$ cat src/tpos_pkg.sv
`timescale 1ns / 1ps

package tpos_pkg;

    localparam int TONE_SLOTS = 8;
    localparam int SINE_CODE  = 0;
    localparam int SLOT_W     = (TONE_SLOTS > 1) ? $clog2(TONE_SLOTS) : 1;

    localparam logic [15:0] FREQ_MIN  = 16'd100;
    localparam logic [15:0] FREQ_MAX  = 16'd8000;
    localparam logic [15:0] DUR_MIN   = 16'd5;
    localparam logic [15:0] DUR_MAX   = 16'd100;
    localparam logic [15:0] LEVEL_MAX = 16'd100;

    typedef enum logic [2:0] {
        MODE_DEFINE = 3'd0,
        MODE_PLAY   = 3'd1,
        MODE_SCHED  = 3'd2,
        MODE_TICK   = 3'd3,
        MODE_RESET  = 3'd4
    } mode_t;

    typedef struct packed {
        logic [12:0] freq;
        logic [6:0]  dur;
        logic [6:0]  level;
    } tone_t;

    localparam tone_t DEFAULT_CLICK = '{freq: 13'd1000, dur: 7'd30, level: 7'd100};
    localparam tone_t TONE_ZERO     = '{freq: 13'd0, dur: 7'd0, level: 7'd0};

    typedef struct packed {
        logic [2:0]         mode;
        logic [7:0]         slot;
        logic [7:0]         wave;
        logic [15:0]        freq_req;
        logic [15:0]        dur_req;
        logic signed [15:0] level_req;
        logic [31:0]        request_time;
        logic [31:0]        now_ms;
    } item_t;

    typedef struct packed {
        logic  status;
        logic  play;
        tone_t tone;
    } result_t;

    // scheduler -> palette control
    typedef struct packed {
        logic              wr_en;
        logic              clear;
        logic [SLOT_W-1:0] idx;
        tone_t             wr_tone;
    } pal_ctl_t;

    // palette -> scheduler read data
    typedef struct packed {
        logic  valid;
        tone_t tone;
    } pal_rd_t;

    function automatic tone_t clamp_tone(logic [15:0] f, logic [15:0] d,
                                         logic signed [15:0] l);
        logic [15:0] fc;
        logic [15:0] dc;
        logic [15:0] lc;
        tone_t       t;
        fc = (f < FREQ_MIN) ? FREQ_MIN : ((f > FREQ_MAX) ? FREQ_MAX : f);
        dc = (d < DUR_MIN) ? DUR_MIN : ((d > DUR_MAX) ? DUR_MAX : d);
        if (l[15])
            lc = 16'd0;
        else if (16'(l) > LEVEL_MAX)
            lc = LEVEL_MAX;
        else
            lc = 16'(l);
        t.freq  = fc[12:0];
        t.dur   = dc[6:0];
        t.level = lc[6:0];
        return t;
    endfunction

endpackage

$ cat src/tpos_cmd_if.sv
`timescale 1ns / 1ps

interface tpos_cmd_if;
    logic               valid;
    logic               ready;
    logic [2:0]         mode;
    logic [7:0]         slot;
    logic [7:0]         wave;
    logic [15:0]        freq_req;
    logic [15:0]        dur_req;
    logic signed [15:0] level_req;
    logic [31:0]        request_time;
    logic [31:0]        now_ms;

    modport source (
        output valid, mode, slot, wave, freq_req, dur_req, level_req,
               request_time, now_ms,
        input  ready
    );
    modport sink (
        input  valid, mode, slot, wave, freq_req, dur_req, level_req,
               request_time, now_ms,
        output ready
    );
endinterface

$ cat src/tpos_rsp_if.sv
`timescale 1ns / 1ps

interface tpos_rsp_if;
    logic        valid;
    logic        ready;
    logic        status;
    logic        play;
    logic [12:0] tone_freq;
    logic [6:0]  tone_dur;
    logic [6:0]  tone_level;

    modport source (
        output valid, status, play, tone_freq, tone_dur, tone_level,
        input  ready
    );
    modport sink (
        input  valid, status, play, tone_freq, tone_dur, tone_level,
        output ready
    );
endinterface

$ cat src/tone_palette_one_shot_scheduler_unit.sv
`timescale 1ns / 1ps

// Channel  Dir  Fields
// cmd      in   mode, slot, wave, freq_req, dur_req, level_req, request_time, now_ms
// rsp      out  status, play, tone_freq, tone_dur, tone_level
//
// One request per cycle unless rsp stalls; a taken request is held in the request register
// and its response becomes valid once it moves into the response register.
// Request register feeds palette read and scheduler compares, which land in the
// response register; state updates when the request moves into it.
// rsp stall holds the response register and a full request register; cmd.ready drops
// only while both are full and rsp.ready is low.
// Async reset: slot 0 holds the default click, nothing pending, times zero.

module tone_palette_one_shot_scheduler_unit (
    input logic       clk,
    input logic       rst_n,
    tpos_cmd_if.sink   cmd,
    tpos_rsp_if.source rsp
);
    import tpos_pkg::*;

    item_t    item_reg;
    logic     item_valid_reg;
    logic     item_valid_next;
    result_t  res_reg;
    logic     res_valid_reg;
    logic     res_valid_next;

    logic     advance;
    logic     step;
    logic     cmd_take;
    pal_ctl_t pal_ctl;
    pal_rd_t  pal_rd;
    result_t  res;

    assign advance   = !res_valid_reg || rsp.ready;
    assign step      = item_valid_reg && advance;
    assign cmd.ready = !item_valid_reg || advance;
    assign cmd_take  = cmd.valid && cmd.ready;

    assign item_valid_next = cmd_take ? 1'b1 : (step ? 1'b0 : item_valid_reg);
    assign res_valid_next  = advance ? item_valid_reg : res_valid_reg;

    always_ff @(posedge clk or negedge rst_n)
    begin
        if (!rst_n)
        begin
            item_valid_reg <= 1'b0;
            res_valid_reg  <= 1'b0;
        end
        else
        begin
            item_valid_reg <= item_valid_next;
            res_valid_reg  <= res_valid_next;
        end
    end

    always_ff @(posedge clk)
    begin
        if (cmd_take)
        begin
            item_reg.mode         <= cmd.mode;
            item_reg.slot         <= cmd.slot;
            item_reg.wave         <= cmd.wave;
            item_reg.freq_req     <= cmd.freq_req;
            item_reg.dur_req      <= cmd.dur_req;
            item_reg.level_req    <= cmd.level_req;
            item_reg.request_time <= cmd.request_time;
            item_reg.now_ms       <= cmd.now_ms;
        end
        if (step)
            res_reg <= res;
    end

    tpos_palette u_palette (
        .clk   (clk),
        .rst_n (rst_n),
        .ctl   (pal_ctl),
        .rd    (pal_rd)
    );

    tpos_sched u_sched (
        .clk   (clk),
        .rst_n (rst_n),
        .step  (step),
        .item  (item_reg),
        .rd    (pal_rd),
        .ctl   (pal_ctl),
        .res   (res)
    );

    assign rsp.valid      = res_valid_reg;
    assign rsp.status     = res_reg.status;
    assign rsp.play       = res_reg.play;
    assign rsp.tone_freq  = res_reg.tone.freq;
    assign rsp.tone_dur   = res_reg.tone.dur;
    assign rsp.tone_level = res_reg.tone.level;

`ifndef ASSERT_OFF
    a_silent_zero: assert property (@(posedge clk) disable iff (!rst_n)
        rsp.valid && !rsp.play |->
            rsp.tone_freq == 13'd0 && rsp.tone_dur == 7'd0 && rsp.tone_level == 7'd0)
        else $error("silent response carries tone data");

    a_err_silent: assert property (@(posedge clk) disable iff (!rst_n)
        rsp.valid && rsp.status |-> !rsp.play)
        else $error("error response sounds a tone");

    a_tone_range: assert property (@(posedge clk) disable iff (!rst_n)
        rsp.valid && rsp.play |->
            rsp.tone_freq >= 13'd100 && rsp.tone_freq <= 13'd8000 &&
            rsp.tone_dur >= 7'd5 && rsp.tone_dur <= 7'd100 && rsp.tone_level <= 7'd100)
        else $error("sounded tone out of clamp range");

    a_stall_only: assert property (@(posedge clk) disable iff (!rst_n)
        !cmd.ready |-> item_valid_reg && res_valid_reg && !rsp.ready)
        else $error("request side stalled without a full pipe");
`endif

endmodule

$ cat src/tpos_palette.sv
`timescale 1ns / 1ps

module tpos_palette (
    input  logic               clk,
    input  logic               rst_n,
    input  tpos_pkg::pal_ctl_t ctl,
    output tpos_pkg::pal_rd_t  rd
);
    import tpos_pkg::*;

    tone_t                 table_reg [TONE_SLOTS];
    logic [TONE_SLOTS-1:0] valid_reg;
    logic [TONE_SLOTS-1:0] valid_next;
    // slot 0 reads as the default click until it is redefined
    logic                  dflt_reg;
    logic                  dflt_next;

    always_comb
    begin
        valid_next = valid_reg;
        dflt_next  = dflt_reg;
        if (ctl.clear)
        begin
            valid_next = TONE_SLOTS'(1);
            dflt_next  = 1'b1;
        end
        else if (ctl.wr_en)
        begin
            valid_next[ctl.idx] = 1'b1;
            if (ctl.idx == '0)
                dflt_next = 1'b0;
        end
    end

    always_ff @(posedge clk or negedge rst_n)
    begin
        if (!rst_n)
        begin
            valid_reg <= TONE_SLOTS'(1);
            dflt_reg  <= 1'b1;
        end
        else
        begin
            valid_reg <= valid_next;
            dflt_reg  <= dflt_next;
        end
    end

    always_ff @(posedge clk)
    begin
        if (ctl.wr_en && !ctl.clear)
            table_reg[ctl.idx] <= ctl.wr_tone;
    end

    always_comb
    begin
        rd.valid = valid_reg[ctl.idx];
        if (ctl.idx == '0 && dflt_reg)
            rd.tone = DEFAULT_CLICK;
        else
            rd.tone = table_reg[ctl.idx];
    end

endmodule

$ cat src/tpos_sched.sv
`timescale 1ns / 1ps

module tpos_sched (
    input  logic               clk,
    input  logic               rst_n,
    input  logic               step,
    input  tpos_pkg::item_t    item,
    input  tpos_pkg::pal_rd_t  rd,
    output tpos_pkg::pal_ctl_t ctl,
    output tpos_pkg::result_t  res
);
    import tpos_pkg::*;

    logic [31:0] pend_time_reg;
    logic [31:0] pend_time_next;
    tone_t       pend_tone_reg;
    tone_t       pend_tone_next;
    logic [31:0] last_fired_reg;
    logic [31:0] last_fired_next;

    logic        slot_ok;
    logic        fetch_ok;
    logic        displace_hit;
    logic [31:0] now_inc;

    assign slot_ok  = {1'b0, item.slot} < 9'(TONE_SLOTS);
    assign fetch_ok = slot_ok && rd.valid;
    assign now_inc  = item.now_ms + 32'd1;

    // replaced tone is overdue and not yet fired
    assign displace_hit = (pend_time_reg != 32'd0) && (pend_time_reg != item.request_time)
                       && (pend_time_reg <= item.now_ms) && (pend_time_reg > last_fired_reg);

    always_comb
    begin
        pend_time_next  = pend_time_reg;
        pend_tone_next  = pend_tone_reg;
        last_fired_next = last_fired_reg;
        ctl.idx         = item.slot[SLOT_W-1:0];
        ctl.wr_en       = 1'b0;
        ctl.clear       = 1'b0;
        ctl.wr_tone     = clamp_tone(item.freq_req, item.dur_req, item.level_req);
        res.status      = 1'b0;
        res.play        = 1'b0;
        res.tone        = TONE_ZERO;

        case (item.mode)
            MODE_DEFINE:
            begin
                if (!slot_ok || item.wave != 8'(SINE_CODE))
                    res.status = 1'b1;
                else
                    ctl.wr_en = step;
            end
            MODE_PLAY:
            begin
                if (!fetch_ok)
                    res.status = 1'b1;
                else
                begin
                    res.play = 1'b1;
                    res.tone = rd.tone;
                end
            end
            MODE_SCHED:
            begin
                if (item.request_time == 32'd0)
                    pend_time_next = 32'd0;
                else if (!fetch_ok)
                    res.status = 1'b1;
                else if (item.request_time > last_fired_reg)
                begin
                    if (displace_hit)
                    begin
                        last_fired_next = pend_time_reg;
                        res.play        = 1'b1;
                        res.tone        = pend_tone_reg;
                    end
                    pend_time_next = item.request_time;
                    pend_tone_next = rd.tone;
                end
            end
            MODE_TICK:
            begin
                if (pend_time_reg != 32'd0 && pend_time_reg <= now_inc)
                begin
                    res.play        = 1'b1;
                    res.tone        = pend_tone_reg;
                    last_fired_next = pend_time_reg;
                    pend_time_next  = 32'd0;
                end
            end
            MODE_RESET:
            begin
                ctl.clear       = step;
                pend_time_next  = 32'd0;
                pend_tone_next  = TONE_ZERO;
                last_fired_next = 32'd0;
            end
            default:
            begin
                res.status = 1'b1;
            end
        endcase
    end

    always_ff @(posedge clk or negedge rst_n)
    begin
        if (!rst_n)
        begin
            pend_time_reg  <= '0;
            pend_tone_reg  <= TONE_ZERO;
            last_fired_reg <= '0;
        end
        else if (step)
        begin
            pend_time_reg  <= pend_time_next;
            pend_tone_reg  <= pend_tone_next;
            last_fired_reg <= last_fired_next;
        end
    end

endmodule
$ cat src/flat_wrapper.sv
// flat-port wrapper written by rule: the top's interface ports become plain ports
module tone_palette_one_shot_scheduler_unit_flat import tpos_pkg::*;
  (clk, rst_n, cmd_valid, cmd_mode, cmd_slot, cmd_wave, cmd_freq_req, cmd_dur_req, cmd_level_req, cmd_request_time, cmd_now_ms, cmd_ready, rsp_valid, rsp_status, rsp_play, rsp_tone_freq, rsp_tone_dur, rsp_tone_level, rsp_ready);
  tpos_cmd_if cmd_i ();
  tpos_rsp_if rsp_i ();
  input logic clk;
  input logic rst_n;
  input wire logic [$bits(cmd_i.valid)-1:0] cmd_valid;
  input wire logic [$bits(cmd_i.mode)-1:0] cmd_mode;
  input wire logic [$bits(cmd_i.slot)-1:0] cmd_slot;
  input wire logic [$bits(cmd_i.wave)-1:0] cmd_wave;
  input wire logic [$bits(cmd_i.freq_req)-1:0] cmd_freq_req;
  input wire logic [$bits(cmd_i.dur_req)-1:0] cmd_dur_req;
  input wire logic [$bits(cmd_i.level_req)-1:0] cmd_level_req;
  input wire logic [$bits(cmd_i.request_time)-1:0] cmd_request_time;
  input wire logic [$bits(cmd_i.now_ms)-1:0] cmd_now_ms;
  output wire logic [$bits(cmd_i.ready)-1:0] cmd_ready;
  output wire logic [$bits(rsp_i.valid)-1:0] rsp_valid;
  output wire logic [$bits(rsp_i.status)-1:0] rsp_status;
  output wire logic [$bits(rsp_i.play)-1:0] rsp_play;
  output wire logic [$bits(rsp_i.tone_freq)-1:0] rsp_tone_freq;
  output wire logic [$bits(rsp_i.tone_dur)-1:0] rsp_tone_dur;
  output wire logic [$bits(rsp_i.tone_level)-1:0] rsp_tone_level;
  input wire logic [$bits(rsp_i.ready)-1:0] rsp_ready;
  assign cmd_i.valid = cmd_valid;
  assign cmd_i.mode = cmd_mode;
  assign cmd_i.slot = cmd_slot;
  assign cmd_i.wave = cmd_wave;
  assign cmd_i.freq_req = cmd_freq_req;
  assign cmd_i.dur_req = cmd_dur_req;
  assign cmd_i.level_req = cmd_level_req;
  assign cmd_i.request_time = cmd_request_time;
  assign cmd_i.now_ms = cmd_now_ms;
  assign cmd_ready = cmd_i.ready;
  assign rsp_valid = rsp_i.valid;
  assign rsp_status = rsp_i.status;
  assign rsp_play = rsp_i.play;
  assign rsp_tone_freq = rsp_i.tone_freq;
  assign rsp_tone_dur = rsp_i.tone_dur;
  assign rsp_tone_level = rsp_i.tone_level;
  assign rsp_i.ready = rsp_ready;
  tone_palette_one_shot_scheduler_unit u_core (.clk(clk), .rst_n(rst_n), .cmd(cmd_i), .rsp(rsp_i));
endmodule
$ cat config.mk
export PLATFORM = sky130hd
export DESIGN_NAME = tone_palette_one_shot_scheduler_unit_flat
export DESIGN_NICKNAME = d
export VERILOG_FILES = /design/src/tpos_pkg.sv /design/src/tpos_cmd_if.sv /design/src/tpos_rsp_if.sv /design/src/tone_palette_one_shot_scheduler_unit.sv /design/src/tpos_palette.sv /design/src/tpos_sched.sv /design/src/flat_wrapper.sv
export SDC_FILE = /design/constraint.sdc
export NUM_CORES = 1
export LEC_CHECK = 0
export BUFFER_PORTS_ARGS = -buffer_cell sky130_fd_sc_hd__buf_2
export CORE_ASPECT_RATIO = 1.1
export CORE_UTILIZATION = 55
export CTS_BUF_LIST = sky130_fd_sc_hd__clkbuf_4 sky130_fd_sc_hd__clkbuf_8
export DETAILED_ROUTE_END_ITERATION = 16
export PLACE_DENSITY = 0.76
export SETUP_SLACK_MARGIN = 0.2
export SYNTH_ARGS = -nofsm -noshare
export SYNTH_HDL_FRONTEND = slang
export SYNTH_HIERARCHICAL = 1
export SYNTH_SLANG_ARGS = --single-unit
$ cat constraint.sdc
create_clock -name clk -period 14.2 [get_ports clk]
set_clock_uncertainty 0.2 [all_clocks]
set_input_delay 2.13 -clock clk [delete_from_list [all_inputs] [get_ports clk]]
set_output_delay 2.13 -clock clk [all_outputs]
set_load 0.05 [all_outputs]
### Word level (Yosys, flattened, before mapping)

Memories as Yosys holds them, arrays and structs flattened. A register that Yosys moved wholly into a read port is not among the register bits.
Index checks and enable logic that the tools add are counted.

* output and inout port bits: 31
* flip-flop bits (word level): 262
* RAM bits: 216
* word-level logic and storage cells: 130
* bits of input ports: 135
* memories kept: 1

* $lt $le $gt $ge: 12
* bitwise gates (word level): 1
* eq/ne operators: 12
* $add $sub $neg: 1
* multiplexer cells: 49
* reduce and logical (&&, ||, !) cells: 32

Memory list
* u_core.u_palette.table_reg: words 8, bits a word 27, rd ports 1, clocked after memory_dff 1, wr ports 1, RTL line tpos_palette.sv:11 `tone_t table_reg [TONE_SLOTS];`

Operator list (count)
* $mux W32: 9
* $pmux W32 S3: 2
* $mux W28: 5
* $mux W27: 4
* $pmux W28 S3: 1
* $gt A32 B32 Y1: 2
* $le A32 B32 Y1: 2
* $pmux W27 S2: 1
* $add A32 B1 Y32 const B: 1
* $gt A16 B7 Y1 const B: 2
* $logic_not A32 Y1: 1
* $ne A32 B32 Y1: 1
* $reduce_bool A32 Y1: 1
* $mux W29: 1
* $mux W7: 4
* $mux W13: 2
* $gt A16 B13 Y1 const B: 1
* $lt A16 B3 Y1 const B: 1
* $lt A16 B7 Y1 const B: 1
* $mux W8: 2
* $mux W1: 14
* $logic_and A1 B1 Y1: 10
* $ne A2 B2 Y1 const B: 5
* $reduce_and A5 Y1: 2
* 21 further kinds: 32

### Depth between registers and ports, before layout

* depth after elaboration: 9
* mapped depth: 19
* mapped depth without buffers: 18

### Modules after synthesis

The synthesis kept the hierarchy.

By module, submodules not included
* tpos_palette: area each 8904.8 um^2, instances 1, sequential area each 6713.9 um^2, cells each 542
* tpos_sched: area each 8759.7 um^2, instances 1, sequential area each 2277.2 um^2, cells each 1027
* tone_palette_one_shot_scheduler_unit: area each 4908.5 um^2, instances 1, sequential area each 4854.7 um^2, cells each 168

### Least setup slack after synthesis

No wires, ideal clock.

* path type: input to register
* start point: in rsp_ready
* end point: mem u_core/u_palette/table_reg[0][0] (netlist name), enable pin
* setup slack: 7902 ps
* cell stages on the path: 5
* buffers on the path: 1
* library setup time: 451 ps
* data required time: 13549 ps
* data arrival time: 5648 ps
* cell sequence: nand2b_1 > and2_1 > and4b_1 > clkbuf_1 > nor3b_1

RTL lines
* start, declared: RTL line flat_wrapper.sv:24 `input wire logic [$bits(rsp_i.ready)-1:0] rsp_ready;`
* end, declared: RTL line tpos_palette.sv:11

==> results by group <==
Run status
  • Status: finished clean

Timing
  • Peak Freq: 178 MHz
  • Setup TNS: 0 ns
  • Slew margin rel.: 25.8%
  • Final Hold Vio Count: 0
  • RSZ-0062 raised after global routing: no
  • Worst slew pin tran: 1.11 ns
  • Minimum clock period: 5.62 ns
  • Fin. max-slew vios: 0
  • # setup viols final: 0
  • Final Cycle Share: 39.6%

Worst setup path
  • Slowest Stage Delay on Critical Path: 0.90 ns
  • Worst r2r dst: u_core/rsp.tone_dur[6]$_DFFE_PP_
  • Reg2reg setup slack: 8.58 ns
  • Cell Chain, Critical Path: nand4_1, nor3_1, nand4_1, or3b_2, nor2_1, nand2_1, xnor2_1, ha_1, nand4_1, or4_1, nor2_1, a21oi_1, a311oi_1, a31o_1, a22o_1
  • CP max-delay cell: a31o_1
  • CP max FO: 28
  • Count of buffer and inverter cells on the critical path: 0
  • Startpoint types: flop
  • Worst path top cell family by delay: simple AND/OR/NAND/NOR gates
  • Data required time of the critical path: 14.49 ns
  • Crit path arrival time: 5.92 ns
  • R2r startpoint: u_core/item_reg[2]$_DFFE_PP_
  • R2R cell count: 15
  • Most frequent CP cell: nand4_1
  • Critical path class: flop to flop
  • Critical path endpoint category: flop

Yosys
  • YS warnings: 6
  • Async SR Flop Fraction: 21.3%
  • Synth Net Count: 2001
  • Simple-Gate Fraction of Synth Area: 9.99%
  • Avg Cell Area, Syn: 13.0 sq um
  • Yosys cell types: 76
  • Post-synth EDFFs: 376
  • Post-synthesis sequential area ratio: 61.3%
  • Main synth FF type: edfxtp_1
  • Synth Cell Area: 22600 sq um
  • Main combinational cell family by area after synthesis: simple AND/OR/NAND/NOR gates
  • Compound-gate portion of the synthesized area: 6.98%
  • Yosys reg bits: 478
  • Cells after Synth: 1737
  • Adder-Cell Fraction of Synth Area: 7.15%
  • Mux contribution to synthesized area: 8.03%
  • Post-Synth XOR/XNOR Area: 2.44%

Clocking
  • Hold Buf Count CTS: 0
  • Root buf cell: clkbuf_8
  • Post-CTS setup buffer count: 0
  • CTS tree: built
  • # H-tree levels: 3
  • CTS clock-pin slew for the worst setup and hold paths: 0.06 ns
  • Post-cts sizing count: 0
  • Clock Tree Buf Depth: 3
  • CTS Buf Count: 79
  • Clk Latency, worst-skew pair: 0.65 ns
  • CTS Sinks: 478

Global routing
  • Number of global-route vias before repair: 14.8k
  • Largest net degree at the start of global routing: 81
  • First-pass GRT wire length: 81.5 mm
  • Total grt overflow: 0
  • Initial antenna violation count: 2
  • Total GRT Usage: 25.7%

Floorplan
  • Site Rows: 77
  • Core Region: 40400 sq um
  • Starting Density: 55.9%
  • Number of top-level pins: 166
  • DIE AREA: 41900 sq um
  • Die Wd: 195 microns
  • Die Span Y: 214 microns

Route
  • Post-route ant nets: 0
  • Initial drt markers: 962
  • Vias: 14.6k
  • Number of vias per cell: 5.79
  • DRC viols: 0
  • Post-Route WL: 53.2 mm
  • DRT Pass-1 Iters: 5
  • Drt wl/cell: 21.2 microns

Power and ir drop
  • Peak supply drop: 0.0967 mV
  • Int Power: 2650 uW
  • Clk pwr share: 30.5%
  • Pleak: 0.0101 uW
  • Pwr dens: 152 nW/um^2
  • Sequential power share: 47.7%
  • Reported net switching power: 1210 uW
  • Gate power share: 21.8%
  • Switching share of total power: 31.3%

Finish
  • Design Area, Final: 25400 sq um
  • Final non-filler cell total: 2515
  • Nets@finish: 2205
  • Max reg flops: 216
  • Fraction of layout cells with a size suffix above 1: 17.5%
  • Fin util: 62.8%
  • Area grow syn2layout: 12.4%
  • FILL cells: 3066

Run
  • Max_cap viols: 0

Hold path
  • WHS Path Cells: 2
  • Hold wc startpoint: u_core/u_palette/valid_reg[1]$_DFFE_PN0P_
  • Hold/Removal Path Class: flop to flop
  • Hold path endpoint: u_core/u_palette/valid_reg[1]$_DFFE_PN0P_

Placed design
  • Final GP Congestion: 0.899
  • DPL Wire Length: 35.9 mm
  • IO Port Bufs: 165
  • Placed inst area: 23800 sq um
  • Cells after DPL: 2373
==> metal layers <==
metal	global-route usage, %	share of wire [%]	vias to the layer above
met2	44.8	51	455
met1	31.0	40	7171
li1	-	-	6813
met3	4.17	5.2	111
met5	0	0	-
met4	12.1	3.6	0
==> placed cells by master (no fill, tap or decap), drive strengths merged, types with 63 or more instances in the layout <==
master	Yosys	routed
a21oi	70	70
buf	43	183
clkbuf	17	112
dfrtp	100	100
edfxtp	376	376
ha	129	129
inv	131	135
mux2i	163	163
nand2	170	170
nor2	102	102
xnor2	63	63
==> synthesized netlist by cell type, types with 5 or more instances <==
library cell    n  share of area [%]
a22oi_1         6               0.20
ha_1          129                7.2
nand4_1        41                1.1
a21o_1          9               0.30
a31oi_1         5               0.14
and4_1          6               0.23
buf_4          18               0.60
nor2b_1        11               0.30
a22o_1         35                1.4
nand2_1       170                2.8
nor4_1         29               0.80
nand3_1        24               0.53
xnor2_1        63                2.4
o21ai_0        28               0.62
and2_1         15               0.42
o22ai_1        32               0.89
nor2_1        100                1.7
mux2i_1       163                7.2
o211ai_1        5               0.17
clkbuf_1       17               0.28
edfxtp_1      376                 50
buf_6           9               0.45
mux2_2          7               0.35
inv_1         131                2.2
or2_2           5               0.14
nor3_1         21               0.47
nand2b_1       16               0.44
dfrtp_1       100                 11
a21oi_1        69                1.5
buf_2          13               0.29
==> worst reg2reg max path, stage by stage, from the launching register on <==
cell	delay, ns
edfxtp_1	0.43
nand4_1	0.22
nor3_1	0.52
nand4_1	0.35
or3b_2	0.58
nor2_1	0.22
nand2_1	0.10
xnor2_1	0.14
ha_1	0.30
nand4_1	0.20
or4_1	0.55
nor2_1	0.11
a21oi_1	0.05
a311oi_1	0.33
a31o_1	0.90
a22o_1	0.28
==> cell type report <==
type	count	area, sq um	area share, %
Clock buffer	112	1370	5.39
Sequential cell	478	13800	54.6
Inverter	131	492	1.94
Multi-Input combinational cell	1068	7890	31.1
Antenna cell	2	5.00	0.0197
Timing Repair Buffer	183	963	3.80
Clock inverter	28	169	0.666
Tap cell	513	642	2.53
==> power by group through the flow <==
| stage | Sequential, uW | Combinational (uW) | Clock, uW |
|---|---|---|---|
| 3_5_place_dp | 1860 | 837 | 0 |
| 5_1_grt | 1860 | 959 | 1260 |
| 3_3_place_gp | 1860 | 796 | 0 |
| 2_1_floorplan | 1820 | 605 | 0 |
| 4_1_cts | 1840 | 842 | 1210 |
| 6_report | 1840 | 842 | 1180 |
==> logic make-up after synthesis <==
logic type	count (synthesis)
AO/OA/AOI/OAI	236
multiplexers	175
buffers and inverters	191
XOR/XNOR	63
adder cells (fa/ha/maj)	129
AND/OR/NAND/NOR	465
flip-flops	478
==> through the flow <==
stage	hold slack [ns]	total power, uW	worst slack [ns]
floorplan	0.262	2420	7.90
global placement	0.277	2660	8.72
detailed placement	0.295	2700	8.61
CTS	0.309	3890	8.57
global route	0.334	4080	8.20
finish	0.310	3860	8.58
==> how the worst max path moves through the flow <==
| stage | from | endpoint | cells after the start |
|---|---|---|---|
| global route | u_core/item_reg[0]$_DFFE_PP_ | u_core/rsp.tone_dur[6]$_DFFE_PP_ | 15 |
| floorplan | rsp_ready | u_core/u_palette/table_reg[0][0]$_DFFE_PP_ | 5 |
| CTS | u_core/item_reg[0]$_DFFE_PP_ | u_core/rsp.tone_dur[6]$_DFFE_PP_ | 15 |
| global placement | u_core/item_reg[2]$_DFFE_PP_ | u_core/rsp.play$_DFFE_PP_ | 15 |
| detailed placement | u_core/item_reg[0]$_DFFE_PP_ | u_core/rsp.tone_dur[6]$_DFFE_PP_ | 15 |
| finish | u_core/item_reg[2]$_DFFE_PP_ | u_core/rsp.tone_dur[6]$_DFFE_PP_ | 15 |
No activity file was read; power rests on OpenSTA's default activity.
